--- src/rtl/core/twsbm_pkg.sv ---
// Shared constants and types for the three-wire serial byte master.
package twsbm_pkg;

  localparam int unsigned BYTE_BITS_DEF = 8;
  localparam int unsigned FIELD_W       = 8;
  localparam int unsigned MODE_W        = 2;
  localparam int unsigned CFG_IDX_W     = 1;

  localparam logic [FIELD_W-1:0] READ_FLAG_RST  = 8'h01;
  localparam logic [FIELD_W-1:0] WRITE_FLAG_RST = 8'h00;

  typedef enum logic [MODE_W-1:0] {
    MODE_TICK        = 2'd0,
    MODE_START_READ  = 2'd1,
    MODE_START_WRITE = 2'd2
  } mode_e;

  typedef enum logic [CFG_IDX_W-1:0] {
    CFG_READ_FLAG  = 1'd0,
    CFG_WRITE_FLAG = 1'd1
  } cfg_idx_e;

endpackage

--- src/rtl/core/three_wire_serial_byte_master_unit.sv ---
// Top level of the three-wire serial byte master: bus sequencer and result register.
//
//   channel  | direction | handshake           | payload
//   ---------+-----------+---------------------+--------------------------------------------
//   in       | input     | in_valid_i/in_stall_o   | mode, command_address, write_data, line_in
//   out      | output    | out_valid_o/out_stall_i | enable, clock, line, drive, busy, done, byte
//   cfg      | input     | cfg_valid_i/cfg_ready_o | cfg_index_i, cfg_data_i
//
// Each beat is handled combinationally: the state update and the line levels are computed
// from the accepted beat and land in the result register at the same edge.
// One beat per cycle is sustained; in_stall_o rises only while a held result is stalled.
// rst_ni clears the sequencer state, the flags to their defaults and the result valid.
// A transaction spans 4*BYTE_BITS tick beats after its start beat.
module three_wire_serial_byte_master_unit #(
  parameter int unsigned BYTE_BITS = twsbm_pkg::BYTE_BITS_DEF
) (
  input  logic                              clk_i,
  input  logic                              rst_ni,
  input  logic                              in_valid_i,
  output logic                              in_stall_o,
  input  logic [twsbm_pkg::MODE_W-1:0]      mode_i,
  input  logic [twsbm_pkg::FIELD_W-1:0]     command_address_i,
  input  logic [twsbm_pkg::FIELD_W-1:0]     write_data_i,
  input  logic                              line_in_i,
  output logic                              out_valid_o,
  input  logic                              out_stall_i,
  output logic                              enable_out_o,
  output logic                              clock_out_o,
  output logic                              line_out_o,
  output logic                              line_drive_o,
  output logic                              busy_res_o,
  output logic                              done_res_o,
  output logic [twsbm_pkg::FIELD_W-1:0]     read_byte_o,
  input  logic                              cfg_valid_i,
  output logic                              cfg_ready_o,
  input  logic [twsbm_pkg::CFG_IDX_W-1:0]   cfg_index_i,
  input  logic [twsbm_pkg::FIELD_W-1:0]     cfg_data_i
);

  localparam int unsigned FW       = twsbm_pkg::FIELD_W;
  localparam int unsigned FRAME    = 2 * BYTE_BITS;
  localparam int unsigned PH_W     = $clog2(4 * BYTE_BITS + 1);
  localparam logic [PH_W-1:0] LAST_PHASE = PH_W'(4 * BYTE_BITS);
  localparam logic [PH_W-1:0] RX_PHASE   = PH_W'(2 * BYTE_BITS);

  logic [FW-1:0]        read_flag_q, write_flag_q;
  logic [PH_W-1:0]      phase_q, phase_d, phase_inc;
  logic                 is_read_q, is_read_d;
  logic [FRAME-1:0]     send_q, send_d;
  logic [BYTE_BITS-1:0] recv_q, recv_d;
  logic [BYTE_BITS-1:0] last_q, last_d;
  logic                 enable_q, enable_d;
  logic                 clock_q, clock_d;
  logic                 done_d, drive_d, level_d;

  logic                 out_valid_q;
  logic                 enable_res_q, clock_res_q, line_res_q, drive_res_q, done_res_q;
  logic [FW-1:0]        byte_res_q;

  logic                 in_acc;
  logic [BYTE_BITS+FW-1:0] addr_wide, flag_wide, data_wide, last_wide;
  logic [BYTE_BITS-1:0]    cmd_w, data_w;

  assign in_stall_o  = out_valid_q && out_stall_i;
  assign in_acc      = in_valid_i && !in_stall_o;
  assign cfg_ready_o = 1'b1;

  assign addr_wide = {{BYTE_BITS{1'b0}}, command_address_i};
  assign flag_wide = {{BYTE_BITS{1'b0}},
                      (mode_i == twsbm_pkg::MODE_START_READ) ? read_flag_q : write_flag_q};
  assign data_wide = {{BYTE_BITS{1'b0}}, write_data_i};
  assign cmd_w     = addr_wide[BYTE_BITS-1:0] | flag_wide[BYTE_BITS-1:0];
  assign data_w    = data_wide[BYTE_BITS-1:0];
  assign phase_inc = phase_q + PH_W'(1);

  always_comb begin
    phase_d   = phase_q;
    is_read_d = is_read_q;
    send_d    = send_q;
    recv_d    = recv_q;
    last_d    = last_q;
    enable_d  = enable_q;
    clock_d   = clock_q;
    done_d    = 1'b0;
    unique case (twsbm_pkg::mode_e'(mode_i))
      twsbm_pkg::MODE_START_READ, twsbm_pkg::MODE_START_WRITE: begin
        if (!enable_q) begin
          is_read_d = (mode_i == twsbm_pkg::MODE_START_READ);
          send_d    = {cmd_w, is_read_d ? {BYTE_BITS{1'b0}} : data_w};
          recv_d    = '0;
          phase_d   = '0;
          enable_d  = 1'b1;
          clock_d   = 1'b0;
        end
      end
      twsbm_pkg::MODE_TICK: begin
        if (enable_q) begin
          phase_d = phase_inc;
          if (phase_inc[0]) begin
            if (is_read_q && phase_q >= RX_PHASE) begin
              recv_d = {recv_q[BYTE_BITS-2:0], line_in_i};
            end
            clock_d = 1'b1;
          end else begin
            clock_d = 1'b0;
            if (phase_inc >= LAST_PHASE) begin
              if (is_read_q) begin
                last_d = recv_q;
              end
              enable_d = 1'b0;
              phase_d  = '0;
              send_d   = '0;
              done_d   = 1'b1;
            end else begin
              send_d = {send_q[FRAME-2:0], 1'b0};
            end
          end
        end
      end
      default: begin
      end
    endcase
    drive_d = enable_d && (!is_read_d || phase_d < RX_PHASE);
    level_d = drive_d && send_d[FRAME-1];
  end

  assign last_wide = {{FW{1'b0}}, last_d};

  always_ff @(posedge clk_i or negedge rst_ni) begin
    if (!rst_ni) begin
      read_flag_q  <= twsbm_pkg::READ_FLAG_RST;
      write_flag_q <= twsbm_pkg::WRITE_FLAG_RST;
      phase_q      <= '0;
      is_read_q    <= 1'b0;
      send_q       <= '0;
      recv_q       <= '0;
      last_q       <= '0;
      enable_q     <= 1'b0;
      clock_q      <= 1'b0;
      out_valid_q  <= 1'b0;
    end else begin
      if (cfg_valid_i) begin
        unique case (twsbm_pkg::cfg_idx_e'(cfg_index_i))
          twsbm_pkg::CFG_READ_FLAG:  read_flag_q  <= cfg_data_i;
          twsbm_pkg::CFG_WRITE_FLAG: write_flag_q <= cfg_data_i;
          default: begin
          end
        endcase
      end
      if (in_acc) begin
        phase_q   <= phase_d;
        is_read_q <= is_read_d;
        send_q    <= send_d;
        recv_q    <= recv_d;
        last_q    <= last_d;
        enable_q  <= enable_d;
        clock_q   <= clock_d;
      end
      if (in_acc) begin
        out_valid_q <= 1'b1;
      end else if (!out_stall_i) begin
        out_valid_q <= 1'b0;
      end
    end
  end

  always_ff @(posedge clk_i) begin
    if (in_acc) begin
      enable_res_q <= enable_d;
      clock_res_q  <= clock_d;
      line_res_q   <= level_d;
      drive_res_q  <= drive_d;
      done_res_q   <= done_d;
      byte_res_q   <= last_wide[FW-1:0];
    end
  end

  assign out_valid_o  = out_valid_q;
  assign enable_out_o = enable_res_q;
  assign clock_out_o  = clock_res_q;
  assign line_out_o   = line_res_q;
  assign line_drive_o = drive_res_q;
  assign busy_res_o   = enable_res_q;
  assign done_res_o   = done_res_q;
  assign read_byte_o  = byte_res_q;

endmodule

--- config.mk ---
export PLATFORM = sky130hd
export DESIGN_NAME = three_wire_serial_byte_master_unit
export DESIGN_NICKNAME = d
export VERILOG_FILES = /design/src/rtl/core/twsbm_pkg.sv /design/src/rtl/core/three_wire_serial_byte_master_unit.sv
export SDC_FILE = /design/constraint.sdc
export NUM_CORES = 1
export LEC_CHECK = 0
export BUFFER_PORTS_ARGS = -buffer_cell sky130_fd_sc_hd__buf_4
export CAP_MARGIN = 25
export CORE_ASPECT_RATIO = 0.7
export CORE_MARGIN = 2
export CORE_UTILIZATION = 61
export DETAILED_ROUTE_END_ITERATION = 16
export GPL_TIMING_DRIVEN = 0
export PLACE_DENSITY = 0.85
export SKIP_CTS_REPAIR_TIMING = 1
export SYNTH_ARGS = -nofsm -noshare
export SYNTH_HDL_FRONTEND = slang
export SYNTH_SLANG_ARGS = --single-unit
--- constraint.sdc ---
create_clock -name clk_i -period 3.2 [get_ports clk_i]
set_input_delay 0.16 -clock clk_i [delete_from_list [all_inputs] [get_ports clk_i]]
set_output_delay 0.16 -clock clk_i [all_outputs]
set_load 0.005 [all_outputs]
## Word-level counts from Yosys, hierarchy flattened

Cells that the tools add are included.

| operators by class | value |
|---|---|
| add/sub/neg operators | 1 |
| $lt $le $gt $ge | 3 |
| equal/unequal tests | 8 |
| mux-type cells | 35 |
| bitwise logic cells | 4 |
| reductions and logical operators | 16 |

Operator list:

| cell | count |
|---|---|
| $mux 8 | 11 |
| $mux 16 | 4 |
| $pmux 16 s2 | 1 |
| $mux 6 | 4 |
| $pmux 8 s2 | 1 |
| $pmux 6 s2 | 1 |
| $mux 1 | 11 |
| $ne 2x2->1 const B | 5 |
| $or 8x8->8 | 1 |
| $add 6x1->6 const B | 1 |
| $ge 6x5->1 const B | 1 |
| $ge 6x6->1 const B | 1 |
| $lt 6x5->1 const B | 1 |
| $reduce_and 6->1 | 1 |
| $logic_and 1x1->1 | 5 |
| $reduce_and 5->1 | 1 |
| $pmux 1 s2 | 2 |
| $reduce_and 2->1 | 2 |
| $not 1->1 | 3 |
| $reduce_or 3->1 | 1 |
| $eq 2x1->1 const B | 1 |
| $eq 2x2->1 const B | 1 |
| $logic_not 1->1 | 2 |
| $logic_not 2->1 | 1 |
| other kinds (4) | 4 |

| storage, ports and cells | value |
|---|---|
| register bits | 71 |
| input bits | 33 |
| output and inout bits | 17 |

## Depth between registers and ports, before layout

| depth | value |
|---|---|
| word-level depth | 10 |
| mapped depth | 8 |

## Least setup slack after synthesis

No wires, ideal clock.

| timing | value |
|---|---|
| path kind | reg-to-reg |
| start point | register out_valid_q, in the netlist out_valid_o |
| end point | register phase_q[3] |
| setup time | 0.079 ns |
| data arrival time | 1.872 ns |
| required time | 3.121 ns |
| slack | 1.249 ns |
| cell stages (with the launch flop) | 7 |
| buffers on the path | 0 |
| clock period less this slack | 1.951 ns |
| path through | dfrtp_1 nand2_1 nand2_1 inv_1 o21ai_0 or4_1 mux2i_1 |

| between the ends | value |
|---|---|
| word-level cells in the longest chain between the ends | 3 |

Ends and longest elaborated chain:

| element | line | source |
|---|---|---|
| start: declaration | three_wire_serial_byte_master_unit.sv:56 | `logic out_valid_q;` |
| start signal: assignment | three_wire_serial_byte_master_unit.sv:140 | `out_valid_q <= 1'b0;` |
| start signal: assignment | three_wire_serial_byte_master_unit.sv:160 | `out_valid_q <= 1'b1;` |
| start signal: assignment | three_wire_serial_byte_master_unit.sv:162 | `out_valid_q <= 1'b0;` |
| $logic_and 1x1->1 | three_wire_serial_byte_master_unit.sv:64 | `assign in_stall_o = out_valid_q && out_stall_i;` |
| $logic_not 1->1 | three_wire_serial_byte_master_unit.sv:65 | `assign in_acc = in_valid_i && !in_stall_o;` |
| $logic_and 1x1->1 | three_wire_serial_byte_master_unit.sv:65 |  |
| named net in_acc | three_wire_serial_byte_master_unit.sv:60 | `logic in_acc;` |
| end signal: assignment | three_wire_serial_byte_master_unit.sv:151 | `phase_q <= phase_d;` |
| end: declaration | three_wire_serial_byte_master_unit.sv:47 | `logic [PH_W-1:0] phase_q, phase_d, phase_inc;` |

The timed path passes the listed nets, and every way through them passes these cells.
A chain may end at the register's enable or synchronous reset.

## Final worst setup path

| timing | value |
|---|---|
| start point | register out_valid_q, in the netlist out_valid_o |
| end point | register send_q[9] |

| between the ends | value |
|---|---|
| word-level cells in the longest chain between the ends | 4 |

Ends and longest elaborated chain:

| element | line | source |
|---|---|---|
| $logic_and 1x1->1 | three_wire_serial_byte_master_unit.sv:64 |  |
| $logic_not 1->1 | three_wire_serial_byte_master_unit.sv:65 |  |
| $logic_and 1x1->1 | three_wire_serial_byte_master_unit.sv:65 |  |
| named net in_acc | three_wire_serial_byte_master_unit.sv:60 |  |
| $reduce_and 5->1 (no line) | n/a |  |
| end signal: assignment | three_wire_serial_byte_master_unit.sv:153 | `send_q <= send_d;` |
| end: declaration | three_wire_serial_byte_master_unit.sv:49 | `logic [FRAME-1:0] send_q, send_d;` |

The timed path passes the listed nets, and every way through them passes these cells.

==> run metrics <==
GRT Residual Overflow 0; synthesized area per cell 11.5 sq um; commonest non-fill, non-tap cell in the layout sky130_fd_sc_hd__dfrtp_1; met3 demand-to-capacity share in global routing 9.12%; largest net degree at the start of global routing 59; vias per cell 5.72; worst setup slack after layout 730 ps; count of pins over their slew limit 0; most used cells in the layout excluding fill and tap cells 57 x sky130_fd_sc_hd__dfrtp_1, 50 x sky130_fd_sc_hd__buf_4, 36 x sky130_fd_sc_hd__mux2_2; Clock H-tree levels 3; maximum achievable frequency 0.405 GHz; Worst-path clk slew 80 ps; site row count 22; worst-case vdd ir drop 0.398 mV; post-synthesis to final-layout area growth 19.5%; summed negative setup slack over all endpoints 0 ps; root buf cell sky130_fd_sc_hd__clkbuf_8; count of endpoints failing hold in the final timing report 0; number of optimization iterations in the first detailed-route pass 4; slew at the pin closest to its max-slew limit 718 ps; routed vias 2460; clock latency on the worst-skew pair 350 ps; number of global-route vias before repair 2444; number of design-rule violations left by the first detailed-router iteration 155; highest-delay cell along the critical path sky130_fd_sc_hd__inv_1; Post-synth EDFFs 13; final hold slack 19.6 ps; cell depth of the worst flop-to-flop path 7; Total Nets Final 390; syn nets 330; Wirelength per Cell 15.9 um; static power due to leakage 1.84 nW; I/O Pins 50; unrepaired setup endpoints after global routing false; max cap viols 0; path type of the worst min-delay path input port to flip-flop; nature of the critical path endpoint flip-flop; Critical Path Fanout Max 17; cell repeated most along the worst path sky130_fd_sc_hd__nand2_1; final routed DRC violation total 0; Total GRT Usage 24.9%; commonest register cell after synthesis sky130_fd_sc_hd__dfrtp_1; total detailed-routing wirelength 6830 um; count of fill cells added during filler insertion 360; run status completed; critical path launch point type flip-flop; worst hold path stage count 2; die area 6160 sq um; clock skew after layout 11.7 ps; effective utilization at floorplan 63.9%; count of mapped cells out of synthesis 293; number of cells in the design after placement 413; count of inserted antenna diode cells 0; number of synthesized register bits 71; largest stage delay on the critical path 600 ps; Final Cycle Share 77.2%; count of input and output buffers 48; global routing met1 resource utilization 34.3%; CTS tree built; number of sinks driven by the clock tree 71; critical path data arrival time 2730 ps; Rel. slew slack 52.1%; library cells used by synthesis 42; YS warnings 0; Die Ht 66.3 um; power density normalized to cell area 546 nW/um^2; sequential area share after synthesis 54.6%; series of cell instances along the critical path nand2_1 -> nand2_1 -> inv_1 -> o21a_1 -> nand3_1 -> clkbuf_1 -> o21ai_0; floorplan die width 92.9 um; final critical delay including setup and external delays 2470 ps; antenna viol nets, final 0; initial antenna violation count 0; share of post-route cells with drive strength above 1 30.7%; global-route wire length before repair 11400 um; core footprint 5290 sq um; async set-reset flop share out of synthesis 81.7%; final instance count without filler cells 430; grt met2 use 37.6%; layer with the highest usage after global routing met2; gpl congestion 0.865; Inserted Clock Buffers 9; category of the most critical setup path flip-flop to flip-flop; final HPWL from detailed placement 4770 um; Final setup viols 0; Finished Core Util 76.3%; deepest clock path buffer count 2; synthesized area 3380 sq um; Required @ worst endpoint 3460 ps; dpl ws 764 ps
report_power, final:
part | internal, mW | leakage (nW) | switching, mW
clock network | 0.361 | 0.0956 | 0.342
registers | 1.05 | 0.882 | 0.0864
logic | 0.173 | 0.861 | 0.187
total | 1.59 | 1.84 | 0.615
critical path, delay by kind of cell, from the launching register on:
family          cells  cell delay (ps)
compound gates      2              570
buf+inv             2              860
flops               1              380
simple gates        3              570
logic make-up (layout without fill, tap and decap cells):
group / after synthesis / after routing / synth area share, %
AND/OR/NAND/NOR: 72 / 72 / 11.0
flip-flops: 71 / 71 / 54.6
AO/OA/AOI/OAI: 61 / 61 / 12.3
multiplexers: 50 / 50 / 16.3
buffers and inverters: 33 / 98 / 4.04
adder cells (fa/ha/maj): 4 / 4 / 1.48
other: 1 / 1 / 0.111
XOR/XNOR: 1 / 1 / 0.259
stage by stage:
step / total power, mW / area [sq um]
after global routing: 2.33 / 4030
after floorplan: 1.37 / 3380
final: 2.20 / 4030
after CTS: 2.21 / 4020
after detailed placement: 1.51 / 3830
after global placement: 1.49 / 3830
Yosys cell counts, drive strengths merged (2+ instances only):
cell type	count	area (sq um)
a211oi	8	60.1
a21oi	3	15.0
a22oi	7	52.6
a2bb2oi	8	70.1
and2	2	12.5
buf	6	35.0
clkbuf	9	33.8
dfrtp	57	1430
edfxtp	13	390
ha	4	50.1
inv	18	67.6
mux2	36	405
mux2i	14	144
nand2	35	131
nand2b	3	18.8
nand3	5	25.0
nand4	2	12.5
nor2	5	18.8
nor2b	12	75.1
nor4	2	27.5
o21a	2	15.0
o21ai	21	105
o311ai	2	17.5
o31a	2	17.5
o31ai	3	22.5
sequential cells by signal, summed over array words and instances, names as in the netlist:
name,flops
send_q,16
enable_q,1
last_q,8
phase_q,6
read_byte_o,8
recv_q,8
read_flag_q,8
clock_out_o,1
busy_res_o,1
clock_q,1
line_drive_o,1
write_flag_q,8
line_out_o,1
done_res_o,1
out_valid_o,1
is_read_q,1
routing by layer:
layer | vias to the layer above | part of all wire (%)
li1 | 1165 | -
met1 | 1212 | 46
met2 | 74 | 46
met3 | 9 | 5.9
met4 | 0 | 1.5
met5 | - | 0
final cells by class:
cell class              count  area, sq um  area share, %
flip-flops and latches     71         1840           45.7
inverters                  18         67.6           1.67
multi-input cells         189         1400           34.6
clock inverters             7         72.6           1.80
repair buffers             49          370           9.18
clock buffers               9          124           3.07
well taps                  72         90.1           2.23
plain buffers              15         68.8           1.71
worst paths after layout:
path,startpoint,endpoint,slack (ps)
max in group asynchronous,rst_ni,phase_q[3]$_DFFE_PN0P_,2250
max reg2reg,out_valid_o$_DFFE_PN0P_,send_q[9]$_DFFE_PN0P_,730
min,in_valid_i,out_valid_o$_DFFE_PN0P_,20
max,out_valid_o$_DFFE_PN0P_,send_q[9]$_DFFE_PN0P_,730
min reg2reg,send_q[12]$_DFFE_PN0P_,send_q[12]$_DFFE_PN0P_,490
min in group asynchronous,rst_ni,write_flag_q[2]$_DFFE_PN0P_,480
Power figures use the tool's default switching activity.
